**src/rtl/core/det_pkg.sv**
```systemverilog
package det_pkg;

    // sample and register widths
    localparam int SAMPLE_BITS = 16;
    localparam int DECAY_BITS  = 16;
    localparam int FRAC_BITS   = 16;
    localparam int NORM_BITS   = FRAC_BITS + 1;

    // room for a bound moved by a full decay step without wrapping
    localparam int EXT_BITS = SAMPLE_BITS + DECAY_BITS + 2;

    // divider iteration count
    localparam int DIV_STEPS = NORM_BITS;
    localparam int CNT_BITS  = $clog2(DIV_STEPS + 1);

    // stream payload widths, padded to whole bytes
    localparam int IN_DATA_BITS  = ((SAMPLE_BITS + 7) / 8) * 8;
    localparam int OUT_FIELD_BITS = 3 * SAMPLE_BITS + NORM_BITS;
    localparam int OUT_DATA_BITS = ((OUT_FIELD_BITS + 7) / 8) * 8;

    // item kinds
    localparam logic KIND_SAMPLE = 1'b0;
    localparam logic KIND_CLEAR  = 1'b1;

    typedef logic signed [SAMPLE_BITS-1:0] t_sample;
    typedef logic        [SAMPLE_BITS-1:0] t_span;
    typedef logic        [DECAY_BITS-1:0]  t_decay;
    typedef logic        [NORM_BITS-1:0]   t_norm;

    // envelope state
    typedef struct packed {
        logic    started;
        t_sample upper;
        t_sample lower;
    } t_env;

    // divider start / status
    typedef struct packed {
        logic start;
    } t_div_ctl;

    typedef struct packed {
        logic busy;
        logic done;
    } t_div_stat;

endpackage

```
**src/rtl/core/decaying_envelope_tracker_core.sv**
```systemverilog
// Envelope tracker: follows an upper and lower bound of a signed sample
// stream, with optional linear decay of both bounds toward each sample, and
// returns the bounds, their span and the sample's Q1.16 position within
// them (65536 = 1.0). A clear item (tuser = 1) drops back to untracked and
// returns all zeros. For each item the bound update and the divider load
// happen at the accepting edge; then the bit-serial divider forms the
// normalized value, the sequencer sees the divider finish, and the output
// register is loaded. Ready comes back at the edge that loads it, so no
// new item is accepted until the last result has been loaded; while a
// finished result cannot be loaded because the output register is still
// full, the sequencer waits and ready stays low. A result waiting in the
// output register does not block the next item from being accepted.
// decay_step is to be written through i_cfg_we / i_cfg_wdata only while
// the block is idle; the block itself does not enforce this.
module decaying_envelope_tracker_core
    import det_pkg::*;
(
    input  logic                     i_clk,
    input  logic                     i_rst_n,
    // configuration
    input  logic                     i_cfg_we,
    input  logic [DECAY_BITS-1:0]    i_cfg_wdata,    // decay_step
    // input items
    input  logic                     i_s_tvalid,
    output logic                     o_s_tready,
    input  logic [IN_DATA_BITS-1:0]  i_s_tdata,      // sample
    input  logic                     i_s_tuser,      // kind
    // result items
    output logic                     o_m_tvalid,
    input  logic                     i_m_tready,
    output logic [OUT_DATA_BITS-1:0] o_m_tdata,      // upper, lower, span, norm_value
    output logic                     o_m_tuser       // tracking
);

    localparam logic [1:0] ST_IDLE = 2'd0;
    localparam logic [1:0] ST_DIV  = 2'd1;
    localparam logic [1:0] ST_DONE = 2'd2;

    logic [1:0] r_state;
    logic [1:0] n_state;
    t_env       r_env;
    t_env       n_env;
    t_env       upd_env;
    t_decay     r_decay;
    t_span      r_span;
    t_span      div_num;
    t_span      div_den;
    t_sample    in_sample;
    logic       accept;
    logic       out_free;
    t_div_ctl   div_ctl;
    t_div_stat  div_stat;
    t_norm      div_quot;

    // output register
    logic       r_out_valid;
    t_sample    r_o_upper;
    t_sample    r_o_lower;
    t_span      r_o_span;
    t_norm      r_o_norm;
    logic       r_o_track;

    assign in_sample  = i_s_tdata[SAMPLE_BITS-1:0];
    assign o_s_tready = (r_state == ST_IDLE);
    assign accept     = i_s_tvalid && o_s_tready;
    assign out_free   = !r_out_valid || i_m_tready;

    det_bounds u_bounds (
        .i_env    (r_env),
        .i_sample (in_sample),
        .i_decay  (r_decay),
        .o_env    (upd_env)
    );

    assign div_ctl.start = accept;

    det_div u_div (
        .i_clk   (i_clk),
        .i_rst_n (i_rst_n),
        .i_ctl   (div_ctl),
        .i_num   (div_num),
        .i_den   (div_den),
        .o_stat  (div_stat),
        .o_quot  (div_quot)
    );

    // next envelope on an accepted item
    always_comb begin
        n_env = r_env;
        if (accept) begin
            if (i_s_tuser == KIND_CLEAR) begin
                n_env = '0;
            end else begin
                n_env = upd_env;
            end
        end
    end

    // sequencer
    always_comb begin
        n_state = r_state;
        unique case (r_state)
            ST_IDLE: if (accept) n_state = ST_DIV;
            ST_DIV:  if (div_stat.done) n_state = ST_DONE;
            ST_DONE: if (out_free) n_state = ST_IDLE;
            default: n_state = ST_IDLE;
        endcase
    end

    // control and envelope state
    always_ff @(posedge i_clk) begin
        if (!i_rst_n) begin
            r_state     <= ST_IDLE;
            r_env       <= '0;
            r_decay     <= '0;
            r_out_valid <= 1'b0;
        end else begin
            r_state <= n_state;
            r_env   <= n_env;
            if (i_cfg_we) begin
                r_decay <= i_cfg_wdata;
            end
            if (r_state == ST_DONE && out_free) begin
                r_out_valid <= 1'b1;
            end else if (i_m_tready) begin
                r_out_valid <= 1'b0;
            end
        end
    end

    // divider operands come straight from the updated envelope, so the
    // divider loads them at the accepting edge
    always_comb begin
        div_den = t_span'(n_env.upper - n_env.lower);
        if (i_s_tuser == KIND_CLEAR) begin
            div_num = '0;
        end else begin
            div_num = t_span'(in_sample - n_env.lower);
        end
    end

    // span of the item in work, for the zero-span case
    always_ff @(posedge i_clk) begin
        if (accept) begin
            r_span <= div_den;
        end
    end

    // result load
    always_ff @(posedge i_clk) begin
        if (r_state == ST_DONE && out_free) begin
            r_o_upper <= r_env.upper;
            r_o_lower <= r_env.lower;
            r_o_span  <= t_span'(r_env.upper - r_env.lower);
            r_o_norm  <= (r_span == '0) ? '0 : div_quot;
            r_o_track <= r_env.started;
        end
    end

    assign o_m_tvalid = r_out_valid;
    assign o_m_tuser  = r_o_track;
    assign o_m_tdata  = {{(OUT_DATA_BITS-OUT_FIELD_BITS){1'b0}},
                         r_o_norm, r_o_span, r_o_lower, r_o_upper};

    // checks
    a_busy_after_accept: assert property (@(posedge i_clk) disable iff (!i_rst_n)
        accept |=> !o_s_tready)
        else $error("input ready while an item is in work");

    a_untracked_zero: assert property (@(posedge i_clk) disable iff (!i_rst_n)
        !r_env.started |-> (r_env.upper == '0 && r_env.lower == '0))
        else $error("bounds nonzero while untracked");

    a_bounds_ordered: assert property (@(posedge i_clk) disable iff (!i_rst_n)
        r_env.started |-> (r_env.lower <= r_env.upper))
        else $error("lower bound above upper bound");

    a_norm_range: assert property (@(posedge i_clk) disable iff (!i_rst_n)
        r_out_valid |-> (r_o_norm <= t_norm'(1 << FRAC_BITS)))
        else $error("normalized value above 1.0");

endmodule

```
**src/rtl/core/det_bounds.sv**
```systemverilog
module det_bounds
    import det_pkg::*;
(
    input  t_env    i_env,
    input  t_sample i_sample,
    input  t_decay  i_decay,
    output t_env    o_env
);

    logic signed [EXT_BITS-1:0] s_x;
    logic signed [EXT_BITS-1:0] u_x;
    logic signed [EXT_BITS-1:0] l_x;
    logic signed [EXT_BITS-1:0] d_x;
    t_sample u_w;
    t_sample l_w;

    // widen to take in a new extreme
    always_comb begin
        u_w = (i_sample > i_env.upper) ? i_sample : i_env.upper;
        l_w = (i_sample < i_env.lower) ? i_sample : i_env.lower;
    end

    // decay toward the sample in the extended width
    always_comb begin
        s_x = {{(EXT_BITS-SAMPLE_BITS){i_sample[SAMPLE_BITS-1]}}, i_sample};
        d_x = {{(EXT_BITS-DECAY_BITS){1'b0}}, i_decay};
        u_x = {{(EXT_BITS-SAMPLE_BITS){u_w[SAMPLE_BITS-1]}}, u_w} - d_x;
        l_x = {{(EXT_BITS-SAMPLE_BITS){l_w[SAMPLE_BITS-1]}}, l_w} + d_x;
    end

    // pick the new bounds
    always_comb begin
        o_env.started = 1'b1;
        if (!i_env.started) begin
            o_env.upper = i_sample;
            o_env.lower = i_sample;
        end else if (i_decay == '0) begin
            o_env.upper = u_w;
            o_env.lower = l_w;
        end else begin
            o_env.upper = (u_x < s_x) ? i_sample : u_x[SAMPLE_BITS-1:0];
            o_env.lower = (l_x > s_x) ? i_sample : l_x[SAMPLE_BITS-1:0];
        end
    end

endmodule

```
**src/rtl/core/det_div.sv**
```systemverilog
module det_div
    import det_pkg::*;
(
    input  logic      i_clk,
    input  logic      i_rst_n,
    input  t_div_ctl  i_ctl,
    input  t_span     i_num,
    input  t_span     i_den,
    output t_div_stat o_stat,
    output t_norm     o_quot
);

    // restoring divider: num < 2*den, so the remainder starts as num and
    // one quotient bit comes out per cycle, integer bit first
    logic [SAMPLE_BITS:0]  r_rem;
    logic [SAMPLE_BITS:0]  n_rem;
    t_span                 r_den;
    t_norm                 r_quot;
    logic [CNT_BITS-1:0]   r_cnt;
    logic                  r_busy;
    logic                  r_done;
    logic                  ge;
    logic [SAMPLE_BITS:0]  rem_sub;

    // shared compare / subtract step
    always_comb begin
        ge      = (r_rem >= {1'b0, r_den});
        rem_sub = ge ? (r_rem - {1'b0, r_den}) : r_rem;
        n_rem   = {rem_sub[SAMPLE_BITS-1:0], 1'b0};
    end

    // iteration control
    always_ff @(posedge i_clk) begin
        if (!i_rst_n) begin
            r_busy <= 1'b0;
            r_done <= 1'b0;
            r_cnt  <= '0;
        end else begin
            r_done <= 1'b0;
            if (i_ctl.start) begin
                r_busy <= 1'b1;
                r_cnt  <= CNT_BITS'(DIV_STEPS);
            end else if (r_busy) begin
                r_cnt <= r_cnt - 1'b1;
                if (r_cnt == CNT_BITS'(1)) begin
                    r_busy <= 1'b0;
                    r_done <= 1'b1;
                end
            end
        end
    end

    // datapath
    always_ff @(posedge i_clk) begin
        if (i_ctl.start) begin
            r_rem  <= {1'b0, i_num};
            r_den  <= i_den;
            r_quot <= '0;
        end else if (r_busy) begin
            r_rem  <= n_rem;
            r_quot <= {r_quot[NORM_BITS-2:0], ge};
        end
    end

    assign o_stat.busy = r_busy;
    assign o_stat.done = r_done;
    assign o_quot      = r_quot;

endmodule
```
**config.mk**
```make
export PLATFORM = sky130hd
export DESIGN_NAME = decaying_envelope_tracker_core
export DESIGN_NICKNAME = d
export VERILOG_FILES = /design/src/rtl/core/det_pkg.sv /design/src/rtl/core/decaying_envelope_tracker_core.sv /design/src/rtl/core/det_bounds.sv /design/src/rtl/core/det_div.sv
export SDC_FILE = /design/constraint.sdc
export NUM_CORES = 1
export LEC_CHECK = 0
export ABC_AREA = 0
export BUFFER_PORTS_ARGS = -buffer_cell sky130_fd_sc_hd__buf_2
export CAP_MARGIN = 20
export CORE_MARGIN = 3
export CORE_UTILIZATION = 55
export DETAILED_ROUTE_END_ITERATION = 7
export GPL_TIMING_DRIVEN = 1
export PLACE_DENSITY = 0.81
export SYNTH_ARGS = -nofsm -noshare
export SYNTH_HDL_FRONTEND = slang
export SYNTH_HIERARCHICAL = 1
export SYNTH_SLANG_ARGS = --single-unit
```
**constraint.sdc**
```tcl
create_clock -name i_clk -period 18.8 [get_ports i_clk]
set_clock_uncertainty 0.15 [all_clocks]
set_input_delay 0.94 -clock i_clk [delete_from_list [all_inputs] [get_ports i_clk]]
set_output_delay 0.94 -clock i_clk [all_outputs]
set_load 0.005 [all_outputs]
```
==> Word-level counts from Yosys, hierarchy flattened <==
Cells that the tools add are included.
Widths: inputs -> output; s select.
{ "op_classes": {"addsub": 7, "magnitude_cmp": 5, "n_eq_ne": 6, "n_mux": 24, "bitwise": 2, "reduce_logical": 12} }
{ "op_table": {"columns": ["op", "n"], "rows": [
  ["$mux 16", 8],
  ["$mux 32", 3],
  ["$sub 16x16->16", 4],
  ["$mux 33", 1],
  ["$logic_not 16->1", 2],
  ["$add 16x17->18", 1],
  ["$gt 18x16->1", 1],
  ["$lt 18x16->1", 1],
  ["$sub 16x17->18", 1],
  ["$ge 17x16->1", 1],
  ["$gt 16x16->1", 1],
  ["$lt 16x16->1", 1],
  ["$mux 5", 2],
  ["$mux 1", 6],
  ["$mux 2", 3],
  ["$pmux 2 s3", 1],
  ["$eq 5x1->1 const B", 1],
  ["$sub 5x1->5 const B", 1],
  ["$ne 2x1->1 const B", 2],
  ["$reduce_bool 2->1", 2],
  ["$reduce_and 3->1", 1],
  ["$reduce_or 3->1", 1],
  ["$eq 2x1->1 const B", 1],
  ["$eq 2x2->1 const B", 1],
  ["other kinds (7)", 9]
]} }
{ "word_totals": {"ff_bits": 175, "inputBits": 38, "out_inout_bits": 75, "word_cells": 75} }

==> Logic depth before layout (Yosys ltp) <==
{ "logic_depth": {"word_depth": 12, "mapped_depth": 43, "mapped_depth_nobuf": 42} }

==> Modules after synthesis <==
The synthesis kept the hierarchy.
{ "by_module_without_submodules": {"columns": ["module", "instances", "cells_per_inst", "area_each_um2", "seq_area_each_um2"], "rows": [
  ["decaying_envelope_tracker_core", 1, 718, 7219.4, 3503.4],
  ["det_bounds", 1, 580, 4177.8, 0.0],
  ["det_div", 1, 304, 3096.7, 1461.4]
]} }

==> Worst setup path before layout <==
Ideal clock, no wire load.
{ "synth_timing": {"path_kind": "in2reg", "startpoint": "input i_s_tdata[15]", "endpoint": "register u_div.r_rem[12] (data pin)", "setup_ns": 0.261, "arrival_time_ns": 9.635, "t_required_ns": 18.389, "slack_ns": 8.755, "cell_stages": 38, "path_buffers": 2, "path_cell_list": "ha_1 > nand3_1 > or4_1 > or4_1 > nand3_2 > xor2_4 > buf_6 > mux2i_1 > ha_1 > o21ai_0 > a211oi_1 > a2111o_1 > a31o_2 > a21o_1 > xor2_1 > inv_1 > ha_1 > a21o_1 > [... 2 more ...] > a31o_2 > clkbuf_1 > nand2_1 > o221a_2 > nand2b_1 > nor2_1 > a21oi_1 > inv_1 > nand2_1 > fa_1 > maj3_2 > maj3_2 > maj3_2 > a211o_1 > maj3_2 > a21oi_1 > o211ai_1 > a221o_1"} }
{ "synth_rtl": {"columns": ["item", "line", "text"], "rows": [
  ["from (decl)", "decaying_envelope_tracker_core.sv:26", "input logic [IN_DATA_BITS-1:0] i_s_tdata,"],
  ["to (signal assigned)", "det_div.sv:56", "r_rem <= {1'b0, i_num};"],
  ["to (signal assigned)", "det_div.sv:60", "r_rem <= n_rem;"],
  ["to (decl)", "det_div.sv:15", "logic [SAMPLE_BITS:0] r_rem;"]
]} }

==> reports/results.ini <==
[run_status]
status=completed

[worst_setup_path]
critPathArrivalTime_ps=11300
cp_max_fo=19
crit_path_top_delay_cell=a2111oi_0
critPathCaptureType=flop
crit_type=input pin to flop
crit_top_cell=maj3_2
cp.required_ps=18850
start_kind=input pin
crit_path_max_incr_delay_ps=660

[global_routing]
grt_max_degree=137
grt_use_total_pct=27.4
antenna_found_initial=3
grt_pass1_wl_um=62300
grt_pass1_vias=12000
overflow=0

[power_and_ir_drop]
intPower_mw=0.956
peakVddDrop_uv=131
p_sw_mw=0.630
power_density_nw_per_um2=99.4
p_sw_share_pct=39.7
pwr-share-clk_pct=26.3
finalPower_mw=1.59
p_comb_share_pct=40.5
p_leak_nw=6.75
sequentialPowerShare_pct=33.2

[placed_design]
portBuffers=105
dpl.hpwl_um=29900
gp_congestion=0.970

[cells_and_area]
n_fill_cell=2138
area_growth_pct=10.1
nets=1877
drive_gt1_share_pct=11.2
fin_util_pct=62.4

[sta]
layout_min_cycle_time_ps=11260
setup_tns_ps=0
relSlewSlack_pct=32.4
final_max_slew_viol_count=0
tightest_slew_ps=1010
period_share_pct=59.9
max_freq_mhz=88.8
rsz0062_at_grt=false
hold_viol=0
setup_viol=0

[die]
die-area_um2=28300
die_y_um=168
io_pins=113
start_util_pct=56.7
die_width_um=168
rows=58
fp.coreArea_um2=25500

[clocking]
ctsResizeCount=0
clk_latency_ps=450
clock_sinks=191
htreeDepth=4
holdBufCountCts=0
clk_pin_slew_worst_paths_ps=90
numCtsBuffers=17
post_cts_buffers=0
cts_tree=done
ctsRootBufferMaster=clkbuf_16
clockBufferDepth=2

[routing]
first_iter_violations=1201
ant_nets=0
viasPerCell=6.11
routed_wl_um=39600
drc_errors=0
wl_per_cell_um=19.5
dr_total_vias=12400
first_pass_iters=6

[worst_hold_path]
hold_path.class=flop to flop

[synth]
syn_avg_cell_area_um2=9.05
synth_warnings=6
syn-cell-area_um2=14500
synth_cells=1601

[run]
drv_cap=0

metal layers:
metal	vias to the layer above	GRT usage [%]	part of all wire (%)
li1	5930	-	-
met1	5845	35.2	41
met2	537	46.9	48
met3	97	3.92	6.8
met4	2	10.6	3.9
met5	-	0	0.018
metrics by stage:
step                      cell area [µm²]  hold WS [ps]  instances  setup WS [ps]
final                               15900           318       2031           7540
after global routing                15900           328       2031           7210
after CTS                           15900           316       2028           7840
after detailed placement            15300           297       1996           7400
after global placement              15300           297       1996           7590
after floorplan                     14500           280       1607           8750
worst max-delay path, delay by kind of cell:
| family | cells | cell delay, ps |
|---|---|---|
| AO/OA/AOI/OAI | 14 | 4020 |
| buffers and inverters | 3 | 330 |
| AND/OR/NAND/NOR | 9 | 1950 |
| multiplexers | 1 | 420 |
| XOR/XNOR | 2 | 830 |
| adder cells (fa/ha/maj) | 8 | 2780 |
cells in the final DEF (no fill, tap or decap), types with 50 or more instances in the layout:
master	count
nor2_1	128
dfxtp_1	77
inv_1	144
o21ai_0	78
buf_2	105
mux2i_1	72
ha_1	147
nand2_1	116
nor2b_1	58
edfxtp_1	114
a21oi_1	84
xnor2_1	50
registers in the layout, indices dropped and copies added, names as in the netlist:
register      flops
u_div/r_busy      1
r_span           16
u_div/r_rem      17
u_div/r_done      1
u_div/o_quot     17
r_o_lower        16
r_o_norm         17
u_div/r_den      16
o_m_tvalid        1
r_o_span         16
r_o_upper        16
r_decay          16
r_state           2
r_env            33
u_div/r_cnt       5
o_m_tuser         1
area by class of cell:
class	instances	area [µm²]	area share [%]
well taps	330	413	2.59
inverters	146	553	3.47
clock inverters	15	241	1.51
flip-flops and latches	191	4960	31.1
multi-input cells	1216	8740	54.8
repair buffers	114	601	3.77
clock buffers	17	425	2.67
diodes	2	5.00	0.0314
power groups by stage:
stage	sequential [mW]	combinational, mW	clock, mW
after floorplan	0.524	0.482	0
after global placement	0.532	0.599	0
after detailed placement	0.534	0.613	0
after CTS	0.525	0.622	0.419
after global routing	0.530	0.708	0.437
final	0.526	0.643	0.417
final timing paths:
path / startpoint / end / slack [ps] / cells after the start
max: i_s_tdata[15] / u_div/r_rem[12] / 7540 / 37
min: r_env[14] / r_o_lower[14] / 320 / 0
max reg2reg: r_env[15] / u_div/r_rem[12] / 7600 / 37
min reg2reg: r_env[14] / r_o_lower[14] / 320 / 0
No activity file was read; power rests on OpenSTA's default activity.
